File: src/rtl/gli_pkg.sv
// Shared types, constants and helpers for the G-code line interpreter.
`timescale 1ns / 1ps
package gli_pkg;

  // Fixed-point format of parameter values
  localparam int FRACTION_DIGITS = 3;
  localparam int FRAC_W  = $clog2(10 ** FRACTION_DIGITS);
  localparam int FCNT_W  = $clog2(FRACTION_DIGITS + 1);
  localparam int SCALE_W = $clog2(10 ** FRACTION_DIGITS + 1);
  localparam logic [SCALE_W-1:0] SCALE = SCALE_W'(10 ** FRACTION_DIGITS);

  localparam int LINE_MAX_DEF = 63;
  localparam int QUEUE_DEPTH  = 2;

  // Input actions
  localparam logic [1:0] ACT_BYTE  = 2'd0;
  localparam logic [1:0] ACT_START = 2'd1;
  localparam logic [1:0] ACT_EOF   = 2'd2;
  localparam logic [1:0] ACT_RSVD  = 2'd3;

  // Command kinds on the output
  localparam logic [2:0] KIND_MOVE  = 3'd0;
  localparam logic [2:0] KIND_HOME  = 3'd1;
  localparam logic [2:0] KIND_SETP  = 3'd2;
  localparam logic [2:0] KIND_HEAT  = 3'd3;
  localparam logic [2:0] KIND_MOFF  = 3'd4;
  localparam logic [2:0] KIND_PROG  = 3'd5;
  localparam logic [2:0] KIND_END   = 3'd6;

  // Register indexes
  localparam logic [1:0] REG_FEED = 2'd0;
  localparam logic [1:0] REG_XOFF = 2'd1;
  localparam logic [1:0] REG_YOFF = 2'd2;
  localparam logic [1:0] REG_ZOFF = 2'd3;

  // Characters
  localparam logic [7:0] CH_G     = 8'h47;
  localparam logic [7:0] CH_M     = 8'h4D;
  localparam logic [7:0] CH_X     = 8'h58;
  localparam logic [7:0] CH_Y     = 8'h59;
  localparam logic [7:0] CH_Z     = 8'h5A;
  localparam logic [7:0] CH_E     = 8'h45;
  localparam logic [7:0] CH_F     = 8'h46;
  localparam logic [7:0] CH_T     = 8'h54;
  localparam logic [7:0] CH_P     = 8'h50;
  localparam logic [7:0] CH_A     = 8'h41;
  localparam logic [7:0] CH_0     = 8'h30;
  localparam logic [7:0] CH_9     = 8'h39;
  localparam logic [7:0] CH_SPACE = 8'h20;
  localparam logic [7:0] CH_MINUS = 8'h2D;
  localparam logic [7:0] CH_DOT   = 8'h2E;

  // Command numbers
  localparam logic [7:0] CMD_G0   = 8'd0;
  localparam logic [7:0] CMD_G1   = 8'd1;
  localparam logic [7:0] CMD_G28  = 8'd28;
  localparam logic [7:0] CMD_G90  = 8'd90;
  localparam logic [7:0] CMD_G91  = 8'd91;
  localparam logic [7:0] CMD_G92  = 8'd92;
  localparam logic [7:0] CMD_G161 = 8'd161;
  localparam logic [7:0] CMD_G162 = 8'd162;
  localparam logic [7:0] CMD_M6   = 8'd6;
  localparam logic [7:0] CMD_M18  = 8'd18;
  localparam logic [7:0] CMD_M73  = 8'd73;
  localparam logic [7:0] CMD_M84  = 8'd84;

  typedef enum logic [3:0] {
    PH_START, PH_CMD_FIRST, PH_CMD_DIGITS, PH_SEEK, PH_LETTER,
    PH_SIGN, PH_INT, PH_FRAC, PH_HOME, PH_DONE
  } phase_t;

  typedef enum logic [1:0] {CLS_NONE, CLS_G, CLS_M} cls_t;

  // Work handed from the parser to the executor
  typedef struct packed {
    logic                start;
    logic                eof;
    logic                prm;
    logic                exec;
    logic [7:0]          letter;
    logic                neg;
    logic [31:0]         iacc;
    logic [FRAC_W-1:0]   facc;
    logic [FCNT_W-1:0]   fcnt;
    cls_t                cls;
    logic [7:0]          num;
    logic [2:0]          hmask;
    logic [7:0]          held;
  } evt_t;

  // One result item before offsets are applied
  typedef struct packed {
    logic [2:0]         kind;
    logic signed [31:0] x;
    logic signed [31:0] y;
    logic signed [31:0] z;
    logic signed [31:0] e;
    logic signed [31:0] feed;
    logic [2:0]         mask;
    logic [7:0]         num;
  } rec_t;

  // 10 ** (FRACTION_DIGITS - cnt)
  function automatic logic [SCALE_W-1:0] frac_scale(input logic [FCNT_W-1:0] cnt);
    logic [SCALE_W-1:0] r;
    r = SCALE_W'(1);
    for (int i = 0; i < FRACTION_DIGITS; i++) begin
      if (i >= int'(cnt)) r = SCALE_W'(r * SCALE_W'(10));
    end
    return r;
  endfunction

  // Saturating signed 32-bit add
  function automatic logic signed [31:0] sat_add(input logic signed [31:0] a,
                                                 input logic signed [31:0] b);
    logic signed [32:0] s;
    s = {a[31], a} + {b[31], b};
    if (s[32] != s[31]) return s[32] ? 32'sh80000000 : 32'sh7FFFFFFF;
    return s[31:0];
  endfunction

endpackage

File: src/rtl/gli_parser.sv
// Front part: byte parser that turns text into parameter and execute work items, and passes start and end items on.
`timescale 1ns / 1ps
module gli_parser #(
  parameter int LINE_MAX = gli_pkg::LINE_MAX_DEF
) (
  input  logic          clk,
  input  logic          rst,
  input  logic          accept,
  input  logic [1:0]    action,
  input  logic [7:0]    text_byte,
  input  logic          line_end,
  output logic          push,
  output gli_pkg::evt_t push_data
);
  import gli_pkg::*;

  localparam int BC_W = $clog2(LINE_MAX + 1);
  localparam logic [1:0] ARG_NONE = 2'd0, ARG_MULTI = 2'd1, ARG_SINGLE = 2'd2,
                         ARG_HOME = 2'd3;

  function automatic logic [1:0] arg_mode(input cls_t c, input logic [7:0] n);
    logic [1:0] m;
    m = ARG_NONE;
    if (c == CLS_G) begin
      if (n == CMD_G0 || n == CMD_G1 || n == CMD_G92) m = ARG_MULTI;
      else if (n == CMD_G28 || n == CMD_G161 || n == CMD_G162) m = ARG_HOME;
    end else if (c == CLS_M) begin
      if (n == CMD_M6 || n == CMD_M73) m = ARG_SINGLE;
    end
    return m;
  endfunction

  // Tool number or progress kept for an M command
  function automatic logic [7:0] held_calc(input cls_t c, input logic [7:0] n,
                                           input logic [7:0] l, input logic ng,
                                           input logic [31:0] ia, input logic [7:0] h);
    logic [7:0] r;
    r = h;
    if (c == CLS_M) begin
      if (n == CMD_M6 && l == CH_T)
        r = ng ? 8'd0 : ((ia > 32'd255) ? 8'd255 : ia[7:0]);
      else if (n == CMD_M73 && l == CH_P)
        r = ng ? 8'(8'd0 - ia[7:0]) : ia[7:0];
    end
    return r;
  endfunction

  phase_t            ph, ph_next;
  cls_t              cls, cls_next;
  logic [7:0]        num, num_next;
  logic [7:0]        letter, letter_next;
  logic              neg, neg_next;
  logic [31:0]       iacc, iacc_next;
  logic [FRAC_W-1:0] facc, facc_next;
  logic [FCNT_W-1:0] fcnt, fcnt_next;
  logic [2:0]        hmask, hmask_next;
  logic [BC_W-1:0]   bcnt, bcnt_next;
  logic [7:0]        held, held_next;

  logic              is_digit, do_seek, do_home, byte_prm, exec_prm, clear;
  logic [3:0]        dig;
  logic [11:0]       num_mul;
  logic [35:0]       iacc_mul;
  logic [FRAC_W+3:0] facc_mul;
  evt_t              ev;

  always_comb begin
    ph_next = ph; cls_next = cls; num_next = num; letter_next = letter;
    neg_next = neg; iacc_next = iacc; facc_next = facc; fcnt_next = fcnt;
    hmask_next = hmask; bcnt_next = bcnt; held_next = held;
    do_seek = 1'b0; do_home = 1'b0; byte_prm = 1'b0; exec_prm = 1'b0;
    clear = 1'b0;
    is_digit = (text_byte >= CH_0) && (text_byte <= CH_9);
    dig      = 4'(text_byte - CH_0);
    num_mul  = {1'b0, num, 3'b0} + {3'b0, num, 1'b0} + 12'(dig);
    iacc_mul = {1'b0, iacc, 3'b0} + {3'b0, iacc, 1'b0} + 36'(dig);
    facc_mul = (FRAC_W+4)'({facc, 3'b0}) + (FRAC_W+4)'({facc, 1'b0}) + (FRAC_W+4)'(dig);
    ev = '0;

    if (accept && action == ACT_BYTE) begin
      // Per-byte parse, bytes past the line limit are dropped
      if (bcnt < BC_W'(LINE_MAX)) begin
        bcnt_next = bcnt + BC_W'(1);
        case (ph)
          PH_START: begin
            if (text_byte == CH_G) begin
              cls_next = CLS_G; ph_next = PH_CMD_FIRST;
            end else if (text_byte == CH_M) begin
              cls_next = CLS_M; ph_next = PH_CMD_FIRST;
            end else begin
              cls_next = CLS_NONE; ph_next = PH_DONE;
            end
          end
          PH_CMD_FIRST: begin
            if (is_digit) begin
              num_next = {4'd0, dig}; ph_next = PH_CMD_DIGITS;
            end else begin
              cls_next = CLS_NONE; ph_next = PH_DONE;
            end
          end
          PH_CMD_DIGITS: begin
            if (is_digit) begin
              num_next = (num_mul > 12'd255) ? 8'd255 : num_mul[7:0];
            end else begin
              case (arg_mode(cls, num))
                ARG_MULTI, ARG_SINGLE: do_seek = 1'b1;
                ARG_HOME:              do_home = 1'b1;
                default:               ph_next = PH_DONE;
              endcase
            end
          end
          PH_SEEK: do_seek = 1'b1;
          PH_LETTER, PH_SIGN: begin
            if (ph == PH_LETTER && text_byte == CH_MINUS) begin
              neg_next = 1'b1; ph_next = PH_SIGN;
            end else if (is_digit) begin
              iacc_next = 32'(dig); ph_next = PH_INT;
            end else if (text_byte == CH_DOT) begin
              ph_next = PH_FRAC;
            end else begin
              ph_next = PH_DONE;
            end
          end
          PH_INT: begin
            if (is_digit) begin
              iacc_next = (iacc_mul[35:32] != 4'd0) ? 32'hFFFFFFFF : iacc_mul[31:0];
            end else if (text_byte == CH_DOT) begin
              ph_next = PH_FRAC;
            end else begin
              byte_prm = 1'b1;
            end
          end
          PH_FRAC: begin
            if (is_digit) begin
              if (int'(fcnt) < FRACTION_DIGITS) begin
                facc_next = FRAC_W'(facc_mul);
                fcnt_next = fcnt + FCNT_W'(1);
              end
            end else begin
              byte_prm = 1'b1;
            end
          end
          PH_HOME: do_home = 1'b1;
          default: ;
        endcase

        // Parameter ended by this byte
        if (byte_prm) begin
          held_next = held_calc(cls, num, letter, neg, iacc, held);
          if (arg_mode(cls, num) == ARG_SINGLE) ph_next = PH_DONE;
          else do_seek = 1'b1;
        end

        // Look for the next parameter letter
        if (do_seek) begin
          if (text_byte == CH_SPACE) begin
            ph_next = PH_SEEK;
          end else if (text_byte >= CH_A && text_byte <= CH_Z) begin
            letter_next = text_byte; neg_next = 1'b0; iacc_next = '0;
            facc_next = '0; fcnt_next = '0; ph_next = PH_LETTER;
          end else begin
            ph_next = PH_DONE;
          end
        end

        // Axis letters of a home command
        if (do_home) begin
          ph_next = PH_HOME;
          if (text_byte >= CH_X && text_byte <= CH_Z)
            hmask_next = hmask | (3'd1 << 2'(text_byte - CH_X));
          else if (text_byte != CH_SPACE)
            ph_next = PH_DONE;
        end
      end

      // Line end: close an open parameter and execute
      if (line_end) begin
        exec_prm = (ph_next == PH_INT) || (ph_next == PH_FRAC);
        if (exec_prm)
          held_next = held_calc(cls_next, num_next, letter_next, neg_next, iacc_next,
                                held_next);
        clear     = 1'b1;
        ev.exec   = 1'b1;
        ev.cls    = (ph_next == PH_CMD_FIRST) ? CLS_NONE : cls_next;
        ev.num    = num_next;
        ev.hmask  = hmask_next;
        ev.held   = held_next;
      end

      // G parameter goes to the executor
      ev.prm = (byte_prm && cls == CLS_G) || (exec_prm && cls_next == CLS_G);
      if (byte_prm) begin
        ev.letter = letter; ev.neg = neg; ev.iacc = iacc; ev.facc = facc; ev.fcnt = fcnt;
      end else begin
        ev.letter = letter_next; ev.neg = neg_next; ev.iacc = iacc_next;
        ev.facc = facc_next; ev.fcnt = fcnt_next;
      end
      if (!ev.exec) begin
        ev.cls = cls;
        ev.num = num;
      end
    end else if (accept && action == ACT_START) begin
      ev.start = 1'b1; clear = 1'b1;
    end else if (accept && action == ACT_EOF) begin
      ev.eof = 1'b1; clear = 1'b1;
    end

    if (clear) begin
      ph_next = PH_START; cls_next = CLS_NONE; num_next = '0; letter_next = '0;
      neg_next = 1'b0; iacc_next = '0; facc_next = '0; fcnt_next = '0;
      hmask_next = '0; bcnt_next = '0; held_next = '0;
    end
  end

  assign push      = ev.start | ev.eof | ev.prm | ev.exec;
  assign push_data = ev;

  // Parser registers
  always_ff @(posedge clk) begin
    if (rst) begin
      ph <= PH_START; cls <= CLS_NONE; num <= '0; letter <= '0; neg <= 1'b0;
      iacc <= '0; facc <= '0; fcnt <= '0; hmask <= '0; bcnt <= '0; held <= '0;
    end else begin
      ph <= ph_next; cls <= cls_next; num <= num_next; letter <= letter_next;
      neg <= neg_next; iacc <= iacc_next; facc <= facc_next; fcnt <= fcnt_next;
      hmask <= hmask_next; bcnt <= bcnt_next; held <= held_next;
    end
  end

endmodule

File: src/rtl/gli_queue.sv
// Short queue of work items between the parser and the executor.
`timescale 1ns / 1ps
module gli_queue (
  input  logic          clk,
  input  logic          rst,
  input  logic          push,
  input  gli_pkg::evt_t push_data,
  output logic          full,
  input  logic          pop,
  output logic          empty,
  output gli_pkg::evt_t pop_data
);
  import gli_pkg::*;

  localparam int PTR_W = (QUEUE_DEPTH > 1) ? $clog2(QUEUE_DEPTH) : 1;
  localparam int CNT_W = $clog2(QUEUE_DEPTH + 1);

  evt_t             mem [QUEUE_DEPTH];
  logic [PTR_W-1:0] wptr, rptr;
  logic [CNT_W-1:0] cnt;

  assign full     = (cnt == CNT_W'(QUEUE_DEPTH));
  assign empty    = (cnt == '0);
  assign pop_data = mem[rptr];

  // Storage
  always_ff @(posedge clk) begin
    if (push) mem[wptr] <= push_data;
  end

  // Pointers and fill count
  always_ff @(posedge clk) begin
    if (rst) begin
      wptr <= '0; rptr <= '0; cnt <= '0;
    end else begin
      if (push)
        wptr <= (wptr == PTR_W'(QUEUE_DEPTH - 1)) ? '0 : wptr + PTR_W'(1);
      if (pop)
        rptr <= (rptr == PTR_W'(QUEUE_DEPTH - 1)) ? '0 : rptr + PTR_W'(1);
      if (push && !pop) cnt <= cnt + CNT_W'(1);
      else if (pop && !push) cnt <= cnt - CNT_W'(1);
    end
  end

`ifndef SYNTH
  a_cnt_bound: assert property (@(posedge clk) disable iff (rst)
    cnt <= CNT_W'(QUEUE_DEPTH)) else $error("queue count overflow");
  a_no_over: assert property (@(posedge clk) disable iff (rst)
    push |-> (!full || pop)) else $error("push into full queue");
  a_no_under: assert property (@(posedge clk) disable iff (rst)
    pop |-> !empty) else $error("pop from empty queue");
  a_cnt_up: assert property (@(posedge clk) disable iff (rst)
    push && !pop |=> cnt == $past(cnt) + CNT_W'(1)) else $error("count not raised");
`endif

endmodule

File: src/rtl/gli_exec.sv
// Back part: scales values, keeps positions and mode, builds and sends result items.
`timescale 1ns / 1ps
module gli_exec (
  input  logic          clk,
  input  logic          rst,
  input  logic          q_empty,
  input  gli_pkg::evt_t q_data,
  output logic          q_pop,
  input  logic [30:0]   base_feed,
  input  logic [31:0]   ofs_x,
  input  logic [31:0]   ofs_y,
  input  logic [31:0]   ofs_z,
  output logic          out_valid,
  input  logic          out_stall,
  output logic [2:0]    command_kind,
  output logic [31:0]   pos_x,
  output logic [31:0]   pos_y,
  output logic [31:0]   pos_z,
  output logic [31:0]   pos_e,
  output logic [31:0]   feed,
  output logic [2:0]    axis_mask,
  output logic [7:0]    number_value
);
  import gli_pkg::*;

  localparam int MAG_W = 32 + SCALE_W + 1;

  logic               s1v, cv;
  evt_t               s1;
  logic signed [31:0] s1val, val;
  logic [MAG_W-1:0]   mag;
  logic               s1_take, c_take, out_load;

  logic signed [31:0] cx, cy, cz, ce, fr, cx_next, cy_next, cz_next, ce_next, fr_next;
  logic               rel, rel_next, rec_ok;
  rec_t               crec, rec;

  assign out_load = !out_valid || !out_stall;
  assign c_take   = cv && out_load;
  assign s1_take  = s1v && (!cv || c_take);
  assign q_pop    = !q_empty && (!s1v || s1_take);

  // Stage 1: fixed-point value of the parameter
  always_comb begin
    mag = MAG_W'(q_data.iacc) * MAG_W'(SCALE)
        + MAG_W'(q_data.facc) * MAG_W'(frac_scale(q_data.fcnt));
    if (q_data.neg)
      val = (mag > MAG_W'(33'h080000000)) ? 32'sh80000000 : 32'(33'd0 - mag[32:0]);
    else
      val = (mag > MAG_W'(32'h7FFFFFFF)) ? 32'sh7FFFFFFF : mag[31:0];
  end

  always_ff @(posedge clk) begin
    if (rst) s1v <= 1'b0;
    else if (q_pop) s1v <= 1'b1;
    else if (s1_take) s1v <= 1'b0;
  end

  always_ff @(posedge clk) begin
    if (q_pop) begin
      s1 <= q_data; s1val <= val;
    end
  end

  // Stage 2: apply parameter, then execute the line
  always_comb begin
    logic move;
    cx_next = cx; cy_next = cy; cz_next = cz; ce_next = ce; fr_next = fr;
    rel_next = rel; rec = '0; rec_ok = 1'b0;
    move = (s1.num != CMD_G92);
    if (s1.start) begin
      cx_next = '0; cy_next = '0; cz_next = '0; ce_next = '0;
      fr_next = {1'b0, base_feed}; rel_next = 1'b0;
    end
    if (s1.prm) begin
      case (s1.letter)
        CH_X: cx_next = (move && rel) ? sat_add(cx, s1val) : s1val;
        CH_Y: cy_next = (move && rel) ? sat_add(cy, s1val) : s1val;
        CH_Z: cz_next = (move && rel) ? sat_add(cz, s1val) : s1val;
        CH_E: ce_next = (move && rel) ? sat_add(ce, s1val) : s1val;
        CH_F: if (move) fr_next = s1val;
        default: ;
      endcase
    end
    if (s1.exec && s1.cls == CLS_G) begin
      case (s1.num)
        CMD_G0, CMD_G1: begin
          if (s1.num == CMD_G0) fr_next = {1'b0, base_feed};
          rec.kind = KIND_MOVE; rec.x = cx_next; rec.y = cy_next; rec.z = cz_next;
          rec.e = ce_next; rec.feed = fr_next; rec_ok = 1'b1;
        end
        CMD_G28: begin
          rec.kind = KIND_HOME; rec.mask = (s1.hmask != 3'd0) ? s1.hmask : 3'd7;
          rec_ok = 1'b1;
        end
        CMD_G161, CMD_G162: begin
          rec.kind = KIND_HOME; rec.mask = s1.hmask; rec_ok = 1'b1;
        end
        CMD_G90: rel_next = 1'b0;
        CMD_G91: rel_next = 1'b1;
        CMD_G92: begin
          rec.kind = KIND_SETP; rec.x = cx_next; rec.y = cy_next; rec.z = cz_next;
          rec.e = ce_next; rec_ok = 1'b1;
        end
        default: ;
      endcase
    end else if (s1.exec && s1.cls == CLS_M) begin
      case (s1.num)
        CMD_M6:          begin rec.kind = KIND_HEAT; rec.num = s1.held; rec_ok = 1'b1; end
        CMD_M18, CMD_M84: begin rec.kind = KIND_MOFF; rec_ok = 1'b1; end
        CMD_M73:         begin rec.kind = KIND_PROG; rec.num = s1.held; rec_ok = 1'b1; end
        default: ;
      endcase
    end
    if (s1.eof) begin
      rec.kind = KIND_END; rec_ok = 1'b1;
    end
  end

  always_ff @(posedge clk) begin
    if (rst) begin
      cx <= '0; cy <= '0; cz <= '0; ce <= '0; fr <= 32'sd3000000; rel <= 1'b0;
      cv <= 1'b0;
    end else begin
      if (s1_take) begin
        cx <= cx_next; cy <= cy_next; cz <= cz_next; ce <= ce_next; fr <= fr_next;
        rel <= rel_next;
        cv <= rec_ok;
      end else if (c_take) begin
        cv <= 1'b0;
      end
    end
  end

  always_ff @(posedge clk) begin
    if (s1_take) crec <= rec;
  end

  // Stage 3: output register with offsets on move and set position
  always_ff @(posedge clk) begin
    if (rst) out_valid <= 1'b0;
    else if (out_load) out_valid <= cv;
  end

  always_ff @(posedge clk) begin
    if (c_take) begin
      command_kind <= crec.kind;
      if (crec.kind == KIND_MOVE || crec.kind == KIND_SETP) begin
        pos_x <= sat_add(crec.x, ofs_x);
        pos_y <= sat_add(crec.y, ofs_y);
        pos_z <= sat_add(crec.z, ofs_z);
      end else begin
        pos_x <= '0; pos_y <= '0; pos_z <= '0;
      end
      pos_e        <= crec.e;
      feed         <= crec.feed;
      axis_mask    <= crec.mask;
      number_value <= crec.num;
    end
  end

endmodule

File: src/rtl/gcode_line_interpreter.sv
// Top level of the G-code line interpreter: register port, parser, queue, executor.
//
//  channel | dir | handshake           | payload
//  in      | in  | in_valid / in_stall  | action, text_byte, line_end
//  out     | out | out_valid / out_stall| command_kind, pos_x..pos_e, feed, axis_mask,
//          |     |                      | number_value
//  config  | in  | psel/penable/pwrite  | paddr, pwdata, prdata, pready
//
// One item per cycle while in_stall is low; the parser handles each byte in the cycle it is taken.
// A result for a line-end item passes through the work queue and the registered scale, execute and offset stages.
// Reset is synchronous: positions, mode and line state clear, registers take defaults.
// in_stall rises only when the two-entry work queue is full; out_stall backs up
// through the executor into that queue.
`timescale 1ns / 1ps
module gcode_line_interpreter #(
  parameter int LINE_MAX = gli_pkg::LINE_MAX_DEF
) (
  input  logic        clk,
  input  logic        rst,
  input  logic        psel,
  input  logic        penable,
  input  logic        pwrite,
  input  logic [3:0]  paddr,
  input  logic [31:0] pwdata,
  output logic [31:0] prdata,
  output logic        pready,
  input  logic        in_valid,
  output logic        in_stall,
  input  logic [1:0]  action,
  input  logic [7:0]  text_byte,
  input  logic        line_end,
  output logic        out_valid,
  input  logic        out_stall,
  output logic [2:0]  command_kind,
  output logic [31:0] pos_x,
  output logic [31:0] pos_y,
  output logic [31:0] pos_z,
  output logic [31:0] pos_e,
  output logic [31:0] feed,
  output logic [2:0]  axis_mask,
  output logic [7:0]  number_value
);
  import gli_pkg::*;

  logic [30:0] base_feed;
  logic [31:0] ofs_x, ofs_y, ofs_z;
  logic        push, full, pop, empty;
  evt_t        push_data, pop_data;

  assign pready   = 1'b1;
  assign in_stall = full;

  // Configuration registers
  always_ff @(posedge clk) begin
    if (rst) begin
      base_feed <= 31'd3000000;
      ofs_x <= '0; ofs_y <= '0; ofs_z <= '0;
    end else if (psel && penable && pwrite) begin
      case (paddr[3:2])
        REG_FEED: base_feed <= pwdata[30:0];
        REG_XOFF: ofs_x <= pwdata;
        REG_YOFF: ofs_y <= pwdata;
        REG_ZOFF: ofs_z <= pwdata;
        default: ;
      endcase
    end
  end

  // Register read
  always_comb begin
    case (paddr[3:2])
      REG_FEED: prdata = {1'b0, base_feed};
      REG_XOFF: prdata = ofs_x;
      REG_YOFF: prdata = ofs_y;
      REG_ZOFF: prdata = ofs_z;
      default:  prdata = '0;
    endcase
  end

  gli_parser #(.LINE_MAX(LINE_MAX)) u_parser (
    .clk, .rst,
    .accept(in_valid && !in_stall),
    .action, .text_byte, .line_end,
    .push, .push_data
  );

  gli_queue u_queue (
    .clk, .rst, .push, .push_data, .full, .pop, .empty, .pop_data
  );

  gli_exec u_exec (
    .clk, .rst,
    .q_empty(empty), .q_data(pop_data), .q_pop(pop),
    .base_feed, .ofs_x, .ofs_y, .ofs_z,
    .out_valid, .out_stall, .command_kind, .pos_x, .pos_y, .pos_z, .pos_e,
    .feed, .axis_mask, .number_value
  );

endmodule

File: config.mk
export PLATFORM = sky130hd
export DESIGN_NAME = gcode_line_interpreter
export DESIGN_NICKNAME = d
export VERILOG_FILES = /design/src/rtl/gli_pkg.sv /design/src/rtl/gli_parser.sv /design/src/rtl/gli_queue.sv /design/src/rtl/gli_exec.sv /design/src/rtl/gcode_line_interpreter.sv
export SDC_FILE = /design/constraint.sdc
export NUM_CORES = 2
export LEC_CHECK = 0
export BUFFER_PORTS_ARGS = -buffer_cell sky130_fd_sc_hd__buf_2
export CAP_MARGIN = 10
export CORE_MARGIN = 4
export CORE_UTILIZATION = 64
export CTS_BUF_LIST = sky130_fd_sc_hd__clkbuf_16
export CTS_CLUSTER_DIAMETER = 200
export DETAILED_ROUTE_END_ITERATION = 7
export GPL_TIMING_DRIVEN = 0
export PLACE_DENSITY_LB_ADDON = 0.15
export SYNTH_ARGS = -nofsm -noshare
export SYNTH_HDL_FRONTEND = slang
export SYNTH_SLANG_ARGS = --single-unit
File: constraint.sdc
create_clock -name clk -period 20.1 [get_ports clk]
set_clock_uncertainty 0.15 [all_clocks]
set_input_delay 4.02 -clock clk [delete_from_list [all_inputs] [get_ports clk]]
set_output_delay 4.02 -clock clk [all_outputs]
set_load 0.005 [all_outputs]
==> insert_results.sql <==
INSERT INTO impl_metrics (metric_group, metric, value, unit) VALUES
('synthesis', 'synth.top_cell.area_share', '25.9', '%'),
('synthesis', 'ys_seq_elements', '949', ''),
('drt', 'final_wirelength', '237000', 'um'),
('grt', 'grt_util_all_layers', '42.9', '%'),
('worst_setup_path', 'reg2reg_to', 'u_exec.s1val[30]', ''),
('cells_and_area', 'design_area', '72700', 'um^2'),
('grt', 'grt_first_pass_wirelength', '352000', 'um'),
('outcome', 'run_status', 'complete, but fails checks', ''),
('placed_design', 'buffer_ports.inserted', '256', ''),
('grt', 'global_route.overflow_total', '0', ''),
('hold_path', 'tightest_hold_check_type', 'reg -> reg', ''),
('grt', 'vias_in_the_first_global_route', '57200', ''),
('synthesis', 'syn_area_per_cell', '9.22', 'um^2'),
('timing', 'sum_neg_setup_slack', '0', 'ps'),
('floorplanning', 'row_count', '117', ''),
('timing', 'fin_ws', '7610', 'ps'),
('worst_setup_path', 'regToRegSetupSlack', '7610', 'ps'),
('hold_path', 'worst_hold_path_cell_count', '0', ''),
('worst_setup_path', 'worst_path_max_delay_cell', 'sky130_fd_sc_hd__mux2i_1', ''),
('cells_and_area', 'number_of_flip_flops_in_the_largest_register', '174', ''),
('hold_path', 'hold_path.startpoint', 'u_exec.crec[39]', ''),
('worst_setup_path', 'path_buf_inv', '11', ''),
('worst_setup_path', 'crit_path_start_kind', 'flop', ''),
('cells_and_area', 'syn_to_final_growth', '10.1', '%'),
('floorplanning', 'dieArea', '108000', 'um^2'),
('worst_setup_path', 'critical_path.max_stage_delay', '730', 'ps'),
('timing', 'maxSlewViolCount', '0', ''),
('timing', 'max_clk_rate', '80.1', 'MHz'),
('outcome', 'violated_checks', 'DRC', ''),
('placed_design', 'dp_hpwl', '181000', 'um'),
('clock_tree', 'tritoncts_num_sinks', '949', ''),
('placed_design', 'post_place_instance_area', '69300', 'um^2'),
('worst_setup_path', 'cp_common_cell', 'sky130_fd_sc_hd__inv_1', ''),
('synthesis', 'ys_seq_area_share', '37.4', '%'),
('worst_setup_path', 'crit_family', 'adder cells', ''),
('synthesis', 'yosys.cell_count.top_type', 'sky130_fd_sc_hd__nand2_1', ''),
('timing', 'timing_worst_slew_pin_value', '1350', 'ps'),
('cells_and_area', 'layout-drive-gt1-share', '8.17', '%'),
('worst_setup_path', 'worstRegToRegCells', '37', ''),
('drt', 'num_vias', '60300', ''),
('floorplanning', 'die_w', '329', 'um'),
('grt', 'pin_count_of_the_biggest_net_entering_global_routing', '73', ''),
('synthesis', 'yosys-top-cells-count', 'sky130_fd_sc_hd__nand2_1, sky130_fd_sc_hd__a21oi_1, sky130_fd_sc_hd__nor2_1, sky130_fd_sc_hd__edfxtp_1, sky130_fd_sc_hd__ha_1', ''),
('worst_setup_path', 'path_max_fanout', '10', ''),
('synthesis', 'synth.yosys.warnings', '0', ''),
('run', 'max_cap_viol_count', '0', ''),
('synthesis', 'number_of_flops_mapped_to_enable_cells_by_yosys', '569', ''),
('synthesis', 'syn_area', '66000', 'um^2'),
('timing', 'setup_viol', '0', ''),
('worst_setup_path', 'worst_ep_required_time', '20420', 'ps'),
('hold_path', 'worstHoldEndpoint', 'u_exec.feed[28]', ''),
('clock_tree', 'clkSlewWorstSetupHoldPaths', '60', 'ps'),
('worst_setup_path', 'crit_type', 'reg -> reg', ''),
('drt', 'vias_per_cell', '6.69', ''),
('timing', 'timing.final.crit_period', '12490', 'ps'),
('clock_tree', 'postCtsResizedCells', '0', ''),
('worst_setup_path', 'worst_setup_path_end_kind', 'flop', ''),
('drt', 'drtIter0Drc', '8253', ''),
('drt', 'drt_first_pass_iters', '8', ''),
('drt', 'antenna_violation_net_count_after_detailed_routing', '0', ''),
('floorplanning', 'initial_utilization', '64.7', '%'),
('timing', 'timing.final.crit_share', '62.1', '%'),
('timing', 'rsz_0062_raised_after_global_routing', 'false', ''),
('synthesis', 'post_synth_main_area_contributors', 'sky130_fd_sc_hd__edfxtp_1, sky130_fd_sc_hd__dfxtp_1, sky130_fd_sc_hd__ha_1', ''),
('worst_setup_path', 'timing.critical_path.arrival', '12810', 'ps'),
('placed_design', 'place.gp.congestion', '1.07', ''),
('clock_tree', 'clkLatencyLatePin', '750', 'ps'),
('clock_tree', 'cts_tree', 'yes', ''),
('drt', 'remaining_drc_errors', '2', ''),
('floorplanning', 'die_height', '329', 'um'),
('floorplanning', 'core-area', '102000', 'um^2');
-- cell type report --
type | count | area, um^2
buffer | 338 | 1320
antenna | 15 | 37.5
multi-input combinational | 5481 | 38600
inverter | 401 | 1510
timing repair buffer | 271 | 1560
clock buffer | 102 | 2550
clock inverter | 87 | 759
fill | 7805 | 29300
sequential | 949 | 24700
tap | 1368 | 1710
-- worst max path at each step --
stage	cells after the start	end	from
floorplan	1	u_exec.axis_mask[0]	out_stall
global placement	2	u_exec.pos_e[14]	out_stall
detailed placement	37	u_exec.s1val[30]	flop
CTS	37	u_exec.s1val[30]	flop
global route	36	u_exec.s1val[30]	flop
finish	37	u_exec.s1val[30]	flop
-- placed cells by master (no fill, tap or decap), drive strengths merged, types with 60 or more instances in the layout --
cell,count
a22o,67
mux2i,116
nor2b,69
a211oi,76
a311oi,63
o21a,77
xnor2,165
inv,428
xor2,134
buf,321
nor2,586
a31oi,60
o21ai,441
clkbuf,390
fa,211
nand3,119
nand2,860
edfxtp,569
dfxtp,380
ha,470
a21oi,704
o211ai,78
nand2b,87
nor3,157
a21o,172
-- logic make-up (layout without fill, tap and decap cells) --
kind of cell	after synthesis	after routing	share of synthesized area [%]
multiplexers	203	203	3.77
adder cells (fa/ha/maj)	682	682	15.3
flip-flops	949	949	37.4
AND/OR/NAND/NOR	2233	2233	15.6
other	2	26	0.0114
AO/OA/AOI/OAI	2053	2053	19.6
buffers and inverters	739	1199	4.27
XOR/XNOR	299	299	3.97
-- per-stage QoR --
| step | utilization (%) | hold slack (ps) |
|---|---|---|
| floorplan | - | 250 |
| global placement | 67.7 | 252 |
| detailed placement | 68.0 | 255 |
| CTS | 71.2 | 255 |
| global route | 71.2 | 266 |
| finish | 71.3 | 253 |
-- layer usage --
layer | global-route usage, % | up-vias | share of wire (%)
met5 | 0 | - | 0.054
met4 | 32.3 | 18 | 9.4
li1 | - | 26700 | -
met2 | 67.2 | 3960 | 44
met3 | 10.4 | 1083 | 11
met1 | 51.6 | 28500 | 35
Power is not shown: default switching activity piles up to over one toggle a cycle in this logic, so the estimate is an artifact.
